$ cat config.mk
export PLATFORM = sky130hd
export DESIGN_NAME = cip_connection_manager_top
export DESIGN_NICKNAME = d
export VERILOG_FILES = /design/src/rtl/cipcm_pkg.sv /design/src/rtl/cipcm_parser.sv /design/src/rtl/cipcm_reply.sv /design/src/rtl/cip_connection_manager_top.sv
export SDC_FILE = /design/constraint.sdc
export NUM_CORES = 2
export LEC_CHECK = 0
export BUFFER_PORTS_ARGS = -buffer_cell sky130_fd_sc_hd__buf_2
export CAP_MARGIN = 20
export CORE_UTILIZATION = 55
export CTS_CLUSTER_SIZE = 8
export DETAILED_ROUTE_END_ITERATION = 8
export GPL_TIMING_DRIVEN = 0
export HOLD_SLACK_MARGIN = 0.15
export PLACE_DENSITY = 0.75
export RECOVER_POWER = 50
export SLEW_MARGIN = 15
export SYNTH_ARGS = -nofsm -noshare
export SYNTH_HDL_FRONTEND = slang
export SYNTH_SLANG_ARGS = --single-unit
$ cat constraint.sdc
create_clock -name clk -period 11.1 [get_ports clk]
set_input_delay 0.555 -clock clk [delete_from_list [all_inputs] [get_ports clk]]
set_output_delay 0.555 -clock clk [all_outputs]
set_load 0.005 [all_outputs]
$ cat src/rtl/cipcm_pkg.sv
package cipcm_pkg;

    localparam int MAX_PATH_BYTES = 8;
    localparam int PATH_LEN_W     = 4;

    localparam logic [7:0] SVC_OPEN      = 8'h54;
    localparam logic [7:0] SVC_OPEN_EX   = 8'h5B;
    localparam logic [7:0] SVC_CLOSE     = 8'h4E;
    localparam logic [7:0] SVC_READ      = 8'h4C;
    localparam logic [7:0] SVC_READ_FRAG = 8'h52;
    localparam logic [7:0] REPLY_FLAG    = 8'h80;
    localparam logic [7:0] ERR_UNSUPPORTED = 8'h08;
    localparam logic [7:0] OPEN_MIN_LEN  = 8'd48;
    localparam logic [7:0] CLOSE_BASE    = 8'd16;
    localparam logic [11:0] MASK_OPEN    = 12'h1FF;
    localparam logic [11:0] MASK_OPEN_EX = 12'hFFF;
    localparam logic [31:0] LFSR_SEED    = 32'hACE1ACE1;
    localparam logic [31:0] LFSR_TAPS    = 32'h80200003;

    localparam logic [1:0] REG_PATH = 2'd0;
    localparam logic [1:0] REG_LEN  = 2'd1;

    // reply kinds handed from the parser to the reply sequencer
    typedef enum logic [1:0] {
        KIND_ERR,
        KIND_OPEN,
        KIND_CLOSE,
        KIND_PASS
    } reply_kind_t;

    // snapshot of one finished request
    typedef struct packed {
        reply_kind_t kind;
        logic [7:0]  svc;
        logic [31:0] server_id;
        logic [31:0] client_id;
        logic [15:0] serial;
        logic [15:0] vendor;
        logic [31:0] client_serial;
        logic [31:0] o2t_interval;
        logic [31:0] t2o_interval;
    } reply_t;

    function automatic logic [31:0] lfsr_step(input logic [31:0] v);
        logic [31:0] r;
        r = v >> 1;
        if (v[0])
        begin
            r = r ^ LFSR_TAPS;
        end
        return r;
    endfunction

    function automatic logic [7:0] prefix_byte(input logic [2:0] p);
        logic [7:0] r;
        unique case (p)
            3'd1: r = 8'h02;
            3'd2: r = 8'h20;
            3'd3: r = 8'h06;
            3'd4: r = 8'h24;
            3'd5: r = 8'h01;
            default: r = 8'h00;
        endcase
        return r;
    endfunction

endpackage

$ cat src/rtl/cipcm_parser.sv
module cipcm_parser (
    input  logic                                  clk,
    input  logic                                  rst_n,
    input  logic                                  in_fire,
    input  logic [7:0]                            data_byte,
    input  logic                                  last_byte,
    input  logic [8*cipcm_pkg::MAX_PATH_BYTES-1:0] stored_path,
    input  logic [cipcm_pkg::PATH_LEN_W-1:0]      path_length,
    output logic                                  rep_valid,
    output cipcm_pkg::reply_t                     rep
);
    import cipcm_pkg::*;

    logic [7:0]  byte_count_reg, service_reg, pwc_reg;
    logic        prefix_ok_reg, path_ok_reg;
    logic [31:0] c_client_reg, c_cser_reg, c_o2ti_reg, c_t2oi_reg, c_o2tp_reg, c_t2op_reg;
    logic [15:0] c_ser_reg, c_ven_reg;
    logic [31:0] r_client_reg, r_cser_reg, r_o2ti_reg, r_t2oi_reg;
    logic [15:0] r_ser_reg, r_ven_reg;
    logic [31:0] srv_id_reg, lfsr_reg;
    logic [15:0] srv_seq_reg;
    logic [11:0] o2t_max_reg, t2o_max_reg;

    logic [7:0]  p, svc, bc_next, base, pstart, pend;
    logic        is_open, is_close, ext, pfx_ok, pth_ok, ok;
    logic [7:0]  pwc;
    logic [31:0] cl, cs, oi, ti, op, tp;
    logic [15:0] se, ve;
    logic [31:0] id1, id2;
    logic [11:0] mask;
    logic [2:0]  rel;
    logic [8:0]  need;

    // byte lane insert for little-endian captures
    function automatic logic [31:0] grab(input logic [31:0] f, input logic [7:0] pos,
                                         input logic [7:0] start, input logic [2:0] nb,
                                         input logic [7:0] d);
        logic [7:0]  off;
        logic [31:0] r;
        off = pos - start;
        r = f;
        if (pos >= start && off < {5'd0, nb})
        begin
            r = f | ({24'd0, d} << {off[1:0], 3'b000});
        end
        return r;
    endfunction

    always_comb
    begin
        p = byte_count_reg;
        svc = (p == 8'd0) ? data_byte : service_reg;
        pfx_ok = prefix_ok_reg;
        if (p != 8'd0 && p <= 8'd5 && data_byte != prefix_byte(p[2:0]))
        begin
            pfx_ok = 1'b0;
        end
        ext = (svc == SVC_OPEN_EX);
        is_open = (svc == SVC_OPEN) || ext;
        is_close = (svc == SVC_CLOSE);
        cl = c_client_reg; cs = c_cser_reg; oi = c_o2ti_reg; ti = c_t2oi_reg;
        op = c_o2tp_reg; tp = c_t2op_reg;
        se = c_ser_reg; ve = c_ven_reg;
        base = 8'd0;
        pstart = 8'd1;
        if (is_open)
        begin
            cl = grab(cl, p, 8'd12, 3'd4, data_byte);
            se = 16'(grab({16'd0, se}, p, 8'd16, 3'd2, data_byte));
            ve = 16'(grab({16'd0, ve}, p, 8'd18, 3'd2, data_byte));
            cs = grab(cs, p, 8'd20, 3'd4, data_byte);
            oi = grab(oi, p, 8'd28, 3'd4, data_byte);
            op = grab(op, p, 8'd32, ext ? 3'd4 : 3'd2, data_byte);
            ti = grab(ti, p, ext ? 8'd36 : 8'd34, 3'd4, data_byte);
            tp = grab(tp, p, ext ? 8'd40 : 8'd38, ext ? 3'd4 : 3'd2, data_byte);
            base = ext ? 8'd45 : 8'd41;
            pstart = base + 8'd1;
        end
        else if (is_close)
        begin
            se = 16'(grab({16'd0, se}, p, 8'd8, 3'd2, data_byte));
            ve = 16'(grab({16'd0, ve}, p, 8'd10, 3'd2, data_byte));
            cs = grab(cs, p, 8'd12, 3'd4, data_byte);
            base = CLOSE_BASE;
            pstart = CLOSE_BASE + 8'd2;
        end
        pwc = pwc_reg;
        pth_ok = path_ok_reg;
        pend = pstart + {4'd0, path_length};
        rel = 3'(p - pstart);
        if (is_open || is_close)
        begin
            if (p == base)
            begin
                pwc = data_byte;
            end
            else if (p >= pstart && p < pend && (p - pstart) < 8'(MAX_PATH_BYTES))
            begin
                if (data_byte != stored_path[{rel, 3'b000} +: 8])
                begin
                    pth_ok = 1'b0;
                end
            end
        end
        bc_next = (byte_count_reg == 8'd255) ? byte_count_reg : byte_count_reg + 8'd1;
        need = {1'b0, pstart} + {5'd0, path_length};
        ok = (is_open || is_close) && pfx_ok && pth_ok
             && ({1'b0, path_length} <= 5'(MAX_PATH_BYTES))
             && ({pwc, 1'b0} == {5'd0, path_length})
             && ({1'b0, bc_next} >= need);
        if (is_open && bc_next < OPEN_MIN_LEN)
        begin
            ok = 1'b0;
        end
        if (is_close && (se != r_ser_reg || ve != r_ven_reg || cs != r_cser_reg))
        begin
            ok = 1'b0;
        end
        id1 = lfsr_step(lfsr_reg);
        id2 = lfsr_step(id1);
        mask = ext ? MASK_OPEN_EX : MASK_OPEN;
    end

    always_ff @(posedge clk or negedge rst_n)
    begin
        if (!rst_n)
        begin
            byte_count_reg <= '0; service_reg <= '0; pwc_reg <= '0;
            prefix_ok_reg <= 1'b1; path_ok_reg <= 1'b1;
            c_client_reg <= '0; c_cser_reg <= '0; c_o2ti_reg <= '0; c_t2oi_reg <= '0;
            c_o2tp_reg <= '0; c_t2op_reg <= '0; c_ser_reg <= '0; c_ven_reg <= '0;
            r_client_reg <= '0; r_cser_reg <= '0; r_o2ti_reg <= '0; r_t2oi_reg <= '0;
            r_ser_reg <= '0; r_ven_reg <= '0;
            srv_id_reg <= '0; srv_seq_reg <= '0; o2t_max_reg <= '0; t2o_max_reg <= '0;
            lfsr_reg <= LFSR_SEED;
            rep_valid <= 1'b0;
        end
        else
        begin
            rep_valid <= in_fire && last_byte;
            if (in_fire)
            begin
                if (last_byte)
                begin
                    byte_count_reg <= '0; service_reg <= '0; pwc_reg <= '0;
                    prefix_ok_reg <= 1'b1; path_ok_reg <= 1'b1;
                    c_client_reg <= '0; c_cser_reg <= '0; c_o2ti_reg <= '0;
                    c_t2oi_reg <= '0; c_o2tp_reg <= '0; c_t2op_reg <= '0;
                    c_ser_reg <= '0; c_ven_reg <= '0;
                    if (ok && is_open && svc != SVC_READ && svc != SVC_READ_FRAG)
                    begin
                        r_client_reg <= cl; r_ser_reg <= se; r_ven_reg <= ve;
                        r_cser_reg <= cs; r_o2ti_reg <= oi; r_t2oi_reg <= ti;
                        srv_id_reg <= id1; srv_seq_reg <= id2[15:0];
                        o2t_max_reg <= op[11:0] & mask;
                        t2o_max_reg <= tp[11:0] & mask;
                        lfsr_reg <= id2;
                    end
                end
                else
                begin
                    byte_count_reg <= bc_next; service_reg <= svc; pwc_reg <= pwc;
                    prefix_ok_reg <= pfx_ok; path_ok_reg <= pth_ok;
                    c_client_reg <= cl; c_cser_reg <= cs; c_o2ti_reg <= oi;
                    c_t2oi_reg <= ti; c_o2tp_reg <= op; c_t2op_reg <= tp;
                    c_ser_reg <= se; c_ven_reg <= ve;
                end
            end
        end
    end

    // reply snapshot, payload only
    always_ff @(posedge clk)
    begin
        if (in_fire && last_byte)
        begin
            rep.svc <= svc;
            if (svc == SVC_READ || svc == SVC_READ_FRAG)
            begin
                rep.kind <= KIND_PASS;
            end
            else if (!ok)
            begin
                rep.kind <= KIND_ERR;
            end
            else if (is_open)
            begin
                rep.kind <= KIND_OPEN;
            end
            else
            begin
                rep.kind <= KIND_CLOSE;
            end
            if (is_open)
            begin
                rep.server_id <= id1; rep.client_id <= cl; rep.serial <= se;
                rep.vendor <= ve; rep.client_serial <= cs;
                rep.o2t_interval <= oi; rep.t2o_interval <= ti;
            end
            else
            begin
                rep.server_id <= srv_id_reg; rep.client_id <= r_client_reg;
                rep.serial <= r_ser_reg; rep.vendor <= r_ven_reg;
                rep.client_serial <= r_cser_reg;
                rep.o2t_interval <= r_o2ti_reg; rep.t2o_interval <= r_t2oi_reg;
            end
        end
    end

    // values kept for a later reader; not on the reply path
    logic unused_keep;
    assign unused_keep = ^{srv_seq_reg, o2t_max_reg, t2o_max_reg};

endmodule

$ cat src/rtl/cipcm_reply.sv
module cipcm_reply (
    input  logic              clk,
    input  logic              rst_n,
    input  logic              rep_valid,
    input  cipcm_pkg::reply_t rep,
    input  logic              resp_stall,
    output logic              busy,
    output logic              resp_valid,
    output logic [7:0]        resp_byte,
    output logic              resp_last,
    output logic              pass_on
);
    import cipcm_pkg::*;

    reply_t     cur_reg;
    logic [4:0] idx_reg;
    logic [4:0] len;
    logic [7:0] b;
    logic       fire;

    always_comb
    begin
        unique case (cur_reg.kind)
            KIND_PASS:  len = 5'd1;
            KIND_ERR:   len = 5'd4;
            KIND_CLOSE: len = 5'd14;
            default:    len = 5'd30;
        endcase
        b = 8'd0;
        if (idx_reg == 5'd0)
        begin
            b = (cur_reg.kind == KIND_PASS) ? cur_reg.svc : (cur_reg.svc | REPLY_FLAG);
        end
        else if (cur_reg.kind == KIND_ERR)
        begin
            b = (idx_reg == 5'd2) ? ERR_UNSUPPORTED : 8'd0;
        end
        else if (cur_reg.kind == KIND_CLOSE)
        begin
            if (idx_reg >= 5'd4 && idx_reg < 5'd6)
                b = cur_reg.serial[{idx_reg[0], 3'b000} +: 8];
            else if (idx_reg >= 5'd6 && idx_reg < 5'd8)
                b = cur_reg.vendor[{idx_reg[0], 3'b000} +: 8];
            else if (idx_reg >= 5'd8 && idx_reg < 5'd12)
                b = cur_reg.client_serial[{idx_reg[1:0], 3'b000} +: 8];
        end
        else if (cur_reg.kind == KIND_OPEN)
        begin
            if (idx_reg >= 5'd4 && idx_reg < 5'd8)
                b = cur_reg.server_id[{idx_reg[1:0], 3'b000} +: 8];
            else if (idx_reg >= 5'd8 && idx_reg < 5'd12)
                b = cur_reg.client_id[{idx_reg[1:0], 3'b000} +: 8];
            else if (idx_reg >= 5'd12 && idx_reg < 5'd14)
                b = cur_reg.serial[{idx_reg[0], 3'b000} +: 8];
            else if (idx_reg >= 5'd14 && idx_reg < 5'd16)
                b = cur_reg.vendor[{idx_reg[0], 3'b000} +: 8];
            else if (idx_reg >= 5'd16 && idx_reg < 5'd20)
                b = cur_reg.client_serial[{idx_reg[1:0], 3'b000} +: 8];
            else if (idx_reg >= 5'd20 && idx_reg < 5'd24)
                b = cur_reg.o2t_interval[{idx_reg[1:0], 3'b000} +: 8];
            else if (idx_reg >= 5'd24 && idx_reg < 5'd28)
                b = cur_reg.t2o_interval[{idx_reg[1:0], 3'b000} +: 8];
        end
        fire = resp_valid && !resp_stall;
    end

    assign resp_byte = b;
    assign resp_last = (idx_reg + 5'd1 == len);
    assign pass_on   = (cur_reg.kind == KIND_PASS);
    assign busy      = resp_valid;

    always_ff @(posedge clk or negedge rst_n)
    begin
        if (!rst_n)
        begin
            resp_valid <= 1'b0;
            idx_reg    <= '0;
        end
        else if (rep_valid)
        begin
            resp_valid <= 1'b1;
            idx_reg    <= '0;
        end
        else if (fire)
        begin
            if (resp_last)
            begin
                resp_valid <= 1'b0;
                idx_reg    <= '0;
            end
            else
            begin
                idx_reg <= idx_reg + 5'd1;
            end
        end
    end

    always_ff @(posedge clk)
    begin
        if (rep_valid)
        begin
            cur_reg <= rep;
        end
    end

endmodule

$ cat src/rtl/cip_connection_manager_top.sv
// CIP connection manager. Request bytes enter one word per cycle on data_byte/
// last_byte while in_stall is low; Forward Open (0x54), Forward Open Extended
// (0x5B) and Forward Close (0x4E) are parsed on the fly, each byte going through
// one register stage of field capture and path compare. The final request byte
// produces a reply of 30 (open), 14 (close) or 4 (error) words, or a single
// pass_on word for read services. The final byte sets the registered rep_valid,
// which in turn sets the registered out_valid that offers the first reply word.
// While a reply drains (one word per cycle when not stalled) input is stalled.
// stored_path sits at byte address 0 (64-bit), path_length at 8.
module cip_connection_manager_top (
    input  logic        clk,
    input  logic        rst_n,
    input  logic        psel,
    input  logic        penable,
    input  logic        pwrite,
    input  logic [3:0]  paddr,
    input  logic [63:0] pwdata,
    output logic [63:0] prdata,
    output logic        pready,
    input  logic        in_valid,
    output logic        in_stall,
    input  logic [7:0]  data_byte,
    input  logic        last_byte,
    output logic        out_valid,
    input  logic        out_stall,
    output logic [7:0]  resp_byte,
    output logic        resp_last,
    output logic        pass_on
);
    import cipcm_pkg::*;

    logic [8*MAX_PATH_BYTES-1:0] stored_path_reg;
    logic [PATH_LEN_W-1:0]       path_length_reg;
    logic                        in_fire, rep_valid, busy;
    reply_t                      rep;
    logic [1:0]                  reg_idx;

    assign pready  = 1'b1;
    assign reg_idx = paddr[3] ? REG_LEN : REG_PATH;

    always_ff @(posedge clk or negedge rst_n)
    begin
        if (!rst_n)
        begin
            stored_path_reg <= '0;
            path_length_reg <= '0;
        end
        else if (psel && penable && pwrite)
        begin
            if (reg_idx == REG_PATH)
                stored_path_reg <= pwdata;
            else
                path_length_reg <= pwdata[PATH_LEN_W-1:0];
        end
    end

    always_comb
    begin
        prdata = '0;
        if (paddr[2:0] == 3'd0)
        begin
            if (reg_idx == REG_PATH)
                prdata = stored_path_reg;
            else
                prdata = {60'd0, path_length_reg};
        end
    end

    // hold input from the final byte until the reply is fully taken
    assign in_stall = busy || rep_valid;
    assign in_fire  = in_valid && !in_stall;

    cipcm_parser u_parser (
        .clk        (clk),
        .rst_n      (rst_n),
        .in_fire    (in_fire),
        .data_byte  (data_byte),
        .last_byte  (last_byte),
        .stored_path(stored_path_reg),
        .path_length(path_length_reg),
        .rep_valid  (rep_valid),
        .rep        (rep)
    );

    cipcm_reply u_reply (
        .clk        (clk),
        .rst_n      (rst_n),
        .rep_valid  (rep_valid),
        .rep        (rep),
        .resp_stall (out_stall),
        .busy       (busy),
        .resp_valid (out_valid),
        .resp_byte  (resp_byte),
        .resp_last  (resp_last),
        .pass_on    (pass_on)
    );

    a_no_accept_during_reply: assert property (@(posedge clk) disable iff (!rst_n)
        out_valid |-> !in_fire) else $error("input taken during reply");
    a_reply_follows_last: assert property (@(posedge clk) disable iff (!rst_n)
        (in_fire && last_byte) |-> ##2 out_valid) else $error("no reply after last word");
    a_pass_single: assert property (@(posedge clk) disable iff (!rst_n)
        (out_valid && pass_on) |-> resp_last) else $error("pass_on reply not single");

endmodule
==> impl_metrics.yaml <==
status:
  status: "finished with violations"
  violations: "capacitance limit, slew limit"
floorplan:
  dieArea_mm2: 0.0742
  placementRows: 98
  die_w_um: 272
  initial_core_util_pct: 55.9
  die_height_um: 272
  io_pins: 161
  coreArea_mm2: 0.0720
routing:
  dr.first_iter.drc_count: 4178
  drt-wirelength-per-cell_um: 28.1
  drc: 0
  routed_via_density: 6.40
  postRouteAntennaNets: 0
  vias: 31900
  routed_wl_mm: 140
  drtPass1Iterations: 6
worst_setup_path:
  cp_max_fo: 10
  cp_slowest_stage_delay_ns: 0.83
  worst_setup_path_start_kind: "flip-flop"
  worst-endpoint-arrival_ns: 10.51
  crit_slowest_cell: "clkbuf_1"
  worstSetupPathType: "reg -> reg"
  required_ns: 11.68
  worstReg2RegStart: "u_parser.byte_count_reg[0]"
  end_kind: "flip-flop"
  worstSetupStartpoint: "u_parser.byte_count_reg[0]"
pwr:
  p_leak_nw: 18.7
  total_power_w: 0.00920
  peakVddDrop_uv: 163
  power_density_mw_per_mm2: 198
cts:
  cts-root-buf: "clkbuf_16"
  cts_hold_buf: 62
  clockBufferDepth: 3
  cts.sinks: 874
  htreeDepth: 3
  clk_latency_ns: 0.71
  cts_buffers: 119
  cts_tree: "built"
  cts.repair.resized: 0
  clkTransAtPathRegs_ns: 0.06
  post_cts_buffers: 0
sta:
  finalCritPeriodShare_pct: 89.4
  hold_viol: 0
  timing.final.ws_setup_ns: 1.17
  setup_violations: 0
  setup-tns-final_ns: 0
  maxSlewViolCount: 490
  relSlewSlack_pct: -235
  worstMarginPinSlew_ns: 5.03
  finalCriticalPeriod_ns: 9.93
  rsz0062_at_grt: "no"
  clock_skew_ns: 0.0689
  max_freq_ghz: 0.101
grt:
  track_usage_pct: 38.1
  grt_max_degree: 103
  antenna_found_initial: 12
  grt_overflow: 0
  grt_first_pass_wirelength_mm: 206
  grt_pass1_vias: 31300
synthesis:
  yosysSeqAreaShare_pct: 59.5
  synth_top_area_cell: "edfxtp_1"
  syn_inst: 3593
  synthArstFlopShare_pct: 53.8
  yosysTopAreaCellShare_pct: 30.2
  avgSynthCellArea_um2: 11.2
  synth-edff-count: 404
  yosys-top-cells-area: "edfxtp_1, dfrtp_1, a21oi_1, nand2_1, mux4_2"
  synth_cell_types: 97
  synth_area_mm2: 0.0402
  yosysWarnings: 0
  ys.flop_type: "dfrtp_1"
  synth-seq-cells: 874
final_layout:
  syn_to_final_growth_pct: 15.7
  nets: 4084
  nFillCells: 5447
  fin_util_pct: 64.6
  multi_input_area_mm2: 0.0149
  seq_area_mm2: 0.0239
  drive_gt1_share_pct: 14.0
  stdcell_count: 4990
hold_path:
  worstHoldStart: "pwdata[42]"
  hold_path.class: "in -> reg"
place:
  dpl.cell_count: 4717
  dp_hpwl_mm: 98.9
  pre_cts_slack_ns: 1.61
  finalWeightedCongestion: 1.05
  portBuffers: 157
flow_run:
  drv_cap: 7
[cells in the mapped netlist, types with 45 or more instances]
library cell,number
a21oi_1,485
and2_1,88
clkbuf_1,197
dfrtp_1,452
edfxtp_1,404
ha_1,45
inv_1,68
mux2_2,76
mux4_2,57
nand2_1,429
nor2_1,285
o21ai_0,227
o21ai_1,84
xnor2_1,48
[critical path: cells and delay by family (launching register included)]
kind | cells | cell delay [ns]
AO/OA/AOI/OAI | 5 | 0.83
buffers and inverters | 12 | 5.79
adder cells (fa/ha/maj) | 3 | 1.00
flip-flops | 1 | 0.51
multiplexers | 2 | 0.41
AND/OR/NAND/NOR | 6 | 1.20
[layer usage]
layer,GRT usage [%],up-vias,share of wire [%],routed length (um)
met2,57.2,2029,45,62500
met5,0,-,0.068,95
met4,19.7,14,5.6,7820
met1,51.2,15900,39,54700
li1,-,13600,-,-
met3,9.81,403,11,15200
[layout make-up]
type,count,area share [%]
Timing Repair Buffer,236,3.52
Antenna cell,2,0.0108
Sequential cell,874,51.4
Clock buffer,202,7.13
Multi-Input combinational cell,2378,32.0
Inverter,73,0.594
Clock inverter,5,0.293
Buffer,270,2.50
Tap cell,950,2.55
[report_power, final]
group	switching (W)	internal [W]	total (W)
clock	0.00140	0.00201	0.00341
combinational	0.00127	0.000728	0.00200
sequential	0.000147	0.00365	0.00380
total	0.00282	0.00639	0.00920
[worst paths after layout]
check / to / slack (ns) / depth (start not counted)
min: stored_path_reg[42] / 0.16 / 2
max in group asynchronous: u_parser.r_ven_reg[13] / 2.10 / 5
min in group asynchronous: u_parser.c_t2oi_reg[20] / 0.49 / 2
min reg2reg: u_reply.cur_reg[113] / 0.37 / 0
max reg2reg: u_parser.r_ven_reg[8] / 1.17 / 28
max: u_parser.r_ven_reg[8] / 1.17 / 28
[cell usage in the layout (no fill, tap or decap), types with 26 or more instances in the layout]
cell type        n
a211oi_1        27
a21oi_1        485
a22oi_1         26
a31oi_1         42
and2_1          88
buf_2          183
clkbuf_1       286
clkbuf_16      119
dfrtp_1        452
dlygate4sd3_1   63
edfxtp_1       404
ha_1            45
inv_1           68
mux2_2          73
mux2_4          42
mux2i_1         39
mux4_2          57
nand2_1        429
nor2_1         285
nor3_1          30
o21ai_0        227
o21ai_1         84
xnor2_1         48
[metrics by stage]
step,cell area (um^2),hold slack [ns]
after CTS,46600,0.150
after floorplan,40200,0.259
final,46500,0.161
after detailed placement,42600,0.383
after global placement,42200,0.401
after global routing,46500,0.154
[cell families (layout without fill, tap and decap cells)]
logic type      after synthesis  in the layout  share of synthesized area (%)
fa+ha+maj                    48             48                           1.55
flops                       874            874                           59.5
mux                         215            215                           7.89
other cells                   1              5                        0.00932
compound gates             1028           1028                           14.4
xor+xnor                     66             66                           1.44
simple gates               1018           1018                           11.7
buf+inv                     343            786                           3.57
Note: power is estimated with default switching activity, not from simulation.
